$ cat src/design/bhs_pkg.sv
// Shared constants and helpers for the byte histogram block.
package bhs_pkg;

  localparam int NumBins  = 256;
  localparam int BinAw    = $clog2(NumBins);
  localparam int CntW     = 20;
  localparam int DistW    = BinAw + 1;
  localparam int FracW    = 8;
  localparam int AvgW     = CntW + FracW;
  localparam int DivSteps = AvgW;
  localparam int DivCntW  = $clog2(DivSteps);

  localparam logic [CntW-1:0] CntMax = {CntW{1'b1}};

  // Operation codes carried in the input tuser
  localparam logic OpCount = 1'b0;
  localparam logic OpQuery = 1'b1;

  // Packed result layout, lowest field first
  localparam int OutDataW = CntW * 3 + DistW + AvgW;
  localparam int OutBusW  = ((OutDataW + 7) / 8) * 8;

  typedef struct packed {
    logic [CntW-1:0]  total;
    logic [CntW-1:0]  max;
    logic [DistW-1:0] used;
    logic             ovf;
  } stats_t;

endpackage

$ cat src/design/bhs_div.sv
// Restoring divider, one quotient bit per cycle, for the per-bin average.
module bhs_div
  import bhs_pkg::*;
(
  input  logic             clk_i,
  input  logic             rst_ni,
  input  logic             start_i,
  input  logic [AvgW-1:0]  dividend_i,
  input  logic [DistW-1:0] divisor_i,
  output logic             done_o,
  output logic [AvgW-1:0]  quot_o
);

  logic               busy_q;
  logic               done_q;
  logic [DivCntW-1:0] cnt_q;
  logic [DistW-1:0]   rem_q, rem_d;
  logic [AvgW-1:0]    quo_q;
  logic [DistW-1:0]   dvs_q;
  logic [DistW:0]     rem_sh;
  logic [DistW:0]     rem_sub;
  logic               qbit;

  assign rem_sh  = {rem_q, quo_q[AvgW-1]};
  assign qbit    = rem_sh >= {1'b0, dvs_q};
  assign rem_sub = rem_sh - {1'b0, dvs_q};
  // remainder stays below the divisor, so it fits DistW bits
  assign rem_d   = qbit ? rem_sub[DistW-1:0] : rem_sh[DistW-1:0];

  always_ff @(posedge clk_i or negedge rst_ni) begin
    if (!rst_ni) begin
      busy_q <= 1'b0;
      done_q <= 1'b0;
      cnt_q  <= '0;
    end else begin
      done_q <= 1'b0;
      if (start_i) begin
        busy_q <= 1'b1;
        cnt_q  <= DivCntW'(DivSteps - 1);
      end else if (busy_q) begin
        if (cnt_q == '0) begin
          busy_q <= 1'b0;
          done_q <= 1'b1;
        end else begin
          cnt_q <= cnt_q - 1'b1;
        end
      end
    end
  end

  always_ff @(posedge clk_i) begin
    if (start_i) begin
      rem_q <= '0;
      quo_q <= dividend_i;
      dvs_q <= divisor_i;
    end else if (busy_q) begin
      rem_q <= rem_d;
      quo_q <= {quo_q[AvgW-2:0], qbit};
    end
  end

  assign done_o = done_q;
  assign quot_o = quo_q;

endmodule

$ cat config.mk
export PLATFORM = sky130hd
export DESIGN_NAME = bhs_div
export DESIGN_NICKNAME = d
export VERILOG_FILES = /design/src/design/bhs_pkg.sv /design/src/design/bhs_div.sv
export SDC_FILE = /design/constraint.sdc
export NUM_CORES = 1
export LEC_CHECK = 0
export BUFFER_PORTS_ARGS = -buffer_cell sky130_fd_sc_hd__buf_2
export CAP_MARGIN = 30
export CORE_ASPECT_RATIO = 1.2
export CORE_MARGIN = 2
export CORE_UTILIZATION = 50
export CTS_CLUSTER_SIZE = 28
export DETAILED_ROUTE_END_ITERATION = 10
export PLACE_DENSITY = 0.81
export SKIP_CTS_REPAIR_TIMING = 1
export SLEW_MARGIN = 20
export SYNTH_ARGS = -nofsm -noshare
export SYNTH_HDL_FRONTEND = slang
export SYNTH_SLANG_ARGS = --single-unit
$ cat constraint.sdc
create_clock -name clk_i -period 3.31 [get_ports clk_i]
set_input_delay 0 -clock clk_i [delete_from_list [all_inputs] [get_ports clk_i]]
set_output_delay 0 -clock clk_i [all_outputs]
set_load 0.1 [all_outputs]
==> key figures <==
Status
  – Outcome: finished, violations left
  – Violations in the final reports: negative hold slack

Power
  – Pwr Density: around 700 nW/um^2
  – Share of power burned in the clock network: between 15 and 20%
  – Sw power: ~1.0 mW
  – Share of total power in combinational logic: between 40% and 50%
  – Part of the total power dissipated in sequential elements: between 30% and 40%
  – Peak VDD IR: 0.0004686 V
  – Cell internal power dissipation: 1.368 mW
  – Leakage power: roughly 1.5 nW
  – Total Power: 2.374 mW
  – Fraction of power spent switching nets: approximately 42%

Timing
  – Actual slew at the worst max-slew pin: around 710 ps
  – RSZ-0062 raised after global routing: false
  – Total negative slack for setup checks: 0 ps
  – Maximum clock skew at final layout: between 3 and 4 ps
  – Fin crit period: 2731 ps
  – Highest achievable clock rate: between 0.3 and 0.4 GHz
  – Final count of hold timing violations: 2
  – Setup-violating endpoint count in the final report: 0
  – Worst Hold Slack: -3.523 ps
  – Worst slew margin: 52.46%
  – Number of max-slew violations in the final report: 0
  – Final worst-path setup slack: around 580 ps
  – Final worst path period share: between 80% and 90%

Global route
  – All-layer global routing usage: between 15 and 20%
  – GR Overflow Total: 0
  – Number of antenna violations at the first check in global routing: 0
  – Vias in the first global route: ~1900
  – Wire length of the first global-routing pass: a little over 8 mm
  – Pin count of the biggest net entering global routing: 38

Floorplanning
  – Die span in y: approximately 84 microns
  – Die ar.: ~5900 sq um
  – Ports: 69
  – Total core area: around 5200 sq um
  – Die width: just over 70 microns
  – Number of standard-cell rows in the floorplan: 29
  – Effective utilization at floorplan: between 50% and 60%

Setup path
  – Arrival time worst endpoint: roughly 2900 ps
  – Data required time of the worst path: 3480 ps
  – Endpoint type of the worst setup path: register
  – Maximum fanout along the worst path: 15
  – CP Launch Type: register
  – Critical path class: reg2reg
  – Reg2Reg Setup Slack: 580 ps

Drt
  – DRT Wirelength: about 5.5 mm
  – DR vias/cell: ~5.4
  – DR WL/cell: 15.41 microns
  – Remaining number of nets flagged by the antenna check after routing: 0
  – Residual DRC: 0
  – Initial detailed-routing violation count: 128
  – Via count: about 1900
  – First-pass DRT Iterations: 3

Flow run
  – Max-cap check violation count: 0

Cells and area
  – Footprint of the flip-flops and latches: ~1500 sq um
  – Synthesis-to-finish area growth: 27.69%
  – Final Core Density: about two thirds
  – Final layout net count: 347
  – Commonest non-fill, non-tap cells in the layout: 68 x sky130_fd_sc_hd__buf_2, 37 x sky130_fd_sc_hd__edfxtp_1, 27 x sky130_fd_sc_hd__mux2_2
  – Share of layout cells above drive strength 1: between 30% and 40%
  – Filler cells: about 380
  – Diode insertion count for antenna repair: 0
  – Commonest non-fill, non-tap cell in the layout: sky130_fd_sc_hd__buf_2
  – Total area of multi-input combinational cells: about 1100 sq um

Place
  – Pre-CTS setup slack: ~630 ps
  – Count of port buffers added during placement: 68
  – Post-DP HPWL: 3.536 mm
  – Final weighted congestion of routability-driven global placement: 0.9240

Logic synthesis
  – Flip-flop and latch count after synthesis: 53
  – Sequential share of the synthesized area: about 55%
  – Net Count, Synth: approximately 250
  – Post-synth cell types: between 40 and 50
  – Post-Synthesis Cell Area: 2644 sq um
  – Avg Synthesized Cell Area: ~13 sq um
  – Yosys warnings: 0
  – Post-synthesis instance total: 201

Clocking
  – Number of sinks driven by the clock tree: 53
  – CTS H-tree depth: 2
  – Max Root-Sink Buffers: 2
  – Post-CTS clock slew at the launch and capture registers of the worst setup and hold paths: 90 ps
  – Number of buffers created by CTS: 5
  – CTS root buffer: sky130_fd_sc_hd__clkbuf_8
  – Clock latency of the later-clocked register in the worst-skew pair: around 310 ps
  – CTS tree: built

Hold path
  – Hold crit path type: in2reg
## metal layers
layer / up-vias / part of all wire, % / global-route usage, % / wire length [microns]
met5: - / 0 / 0 / 0
met4: 0 / 1.6 / 7.692 / 91
met3: 6 / 5.8 / 5.314 / 319
met2: 52 / 51 / 30.36 / 2826
met1: 938 / 41 / 20.19 / 2280
li1: 925 / - / - / -
## final timing paths
path,from,end,cells past startpoint
max in group asynchronous,rst_ni,busy_q,2
hold reg to reg,rem_q[4],rem_q[5],2
hold / removal,dividend_i[21],quot_o[21],2
min in group asynchronous,rst_ni,cnt_q[4],2
setup reg to reg,quot_o[27],rem_q[6],9
setup / recovery,quot_o[27],rem_q[6],9
## power groups by stage
stage                     clock, mW  combinational (mW)  sequential [mW]
after floorplan                   0               0.587             1.23
after global placement            0                1.04            0.923
after detailed placement          0                1.07            0.923
after CTS                     0.369                1.07            0.912
after global routing          0.390                1.18            0.931
final                         0.363                1.10            0.916
## cell usage after synthesis (all sizes together)
cell,count,share of area (%)
or3,1,0.24
o21a,1,0.28
dfrtp,7,6.6
a21bo,1,0.38
nor4,2,0.47
or2,2,0.47
xor2,6,2.0
nor2b,1,0.24
nand3b,1,0.28
clkbuf,6,0.85
a311oi,2,0.66
a32oi,1,0.33
nand4b,3,0.99
and3,1,0.24
a21o,1,0.28
a21oi,3,0.57
nor2,12,1.7
nor3,1,0.19
or4b,1,0.38
buf,2,0.57
a211oi,6,2.6
or3b,3,0.99
dfxtp,9,6.8
a211o,2,0.66
o31ai,2,0.76
ha,11,5.2
inv,14,2.0
nand3,2,0.38
mux2,27,12
fa,1,0.76
nand2b,7,1.7
o311ai,3,0.99
nand2,6,0.85
o21bai,2,0.57
o21ai,3,0.57
xnor2,4,1.3
edfxtp,37,42
mux2i,7,2.7
## logic make-up after synthesis
kind of cell | synth area share, %
buffers and inverters | 3.407
AND/OR/NAND/NOR | 9.087
adder cells (fa/ha/maj) | 5.963
XOR/XNOR | 3.313
flip-flops | 55.47
multiplexers | 14.15
AO/OA/AOI/OAI | 8.613
## sequential cells by signal, indices dropped and copies added (netlist names)
signal  count
rem_q       9
busy_q      1
done_o      1
cnt_q       5
quot_o     28
dvs_q       9
## critical path, stage by stage (launching register included)
cell,delay (ps)
sky130_fd_sc_hd__edfxtp_1,420
sky130_fd_sc_hd__inv_1,80
sky130_fd_sc_hd__ha_1,160
sky130_fd_sc_hd__inv_1,60
sky130_fd_sc_hd__fa_1,420
sky130_fd_sc_hd__a211oi_2,270
sky130_fd_sc_hd__o31ai_2,150
sky130_fd_sc_hd__a211oi_4,670
sky130_fd_sc_hd__mux2i_1,300
sky130_fd_sc_hd__a211oi_2,90
## final cells by class
type                            instances  share of cell area [%]
Clock buffer                            7                   2.261
Clock inverter                          1                  0.2224
Inverter                               14                   1.557
Multi-Input combinational cell        126                   32.21
Sequential cell                        53                   43.44
Tap cell                               62                   2.298
Timing Repair Buffer                   95                   18.01
## metrics by stage
step	cell area [sq um]	std cells
6_report	3376	358
5_1_grt	3376	358
4_1_cts	3115	332
3_5_place_dp	3032	324
3_3_place_gp	3032	324
2_1_floorplan	2644	201
(Power assumes the default switching activity.)
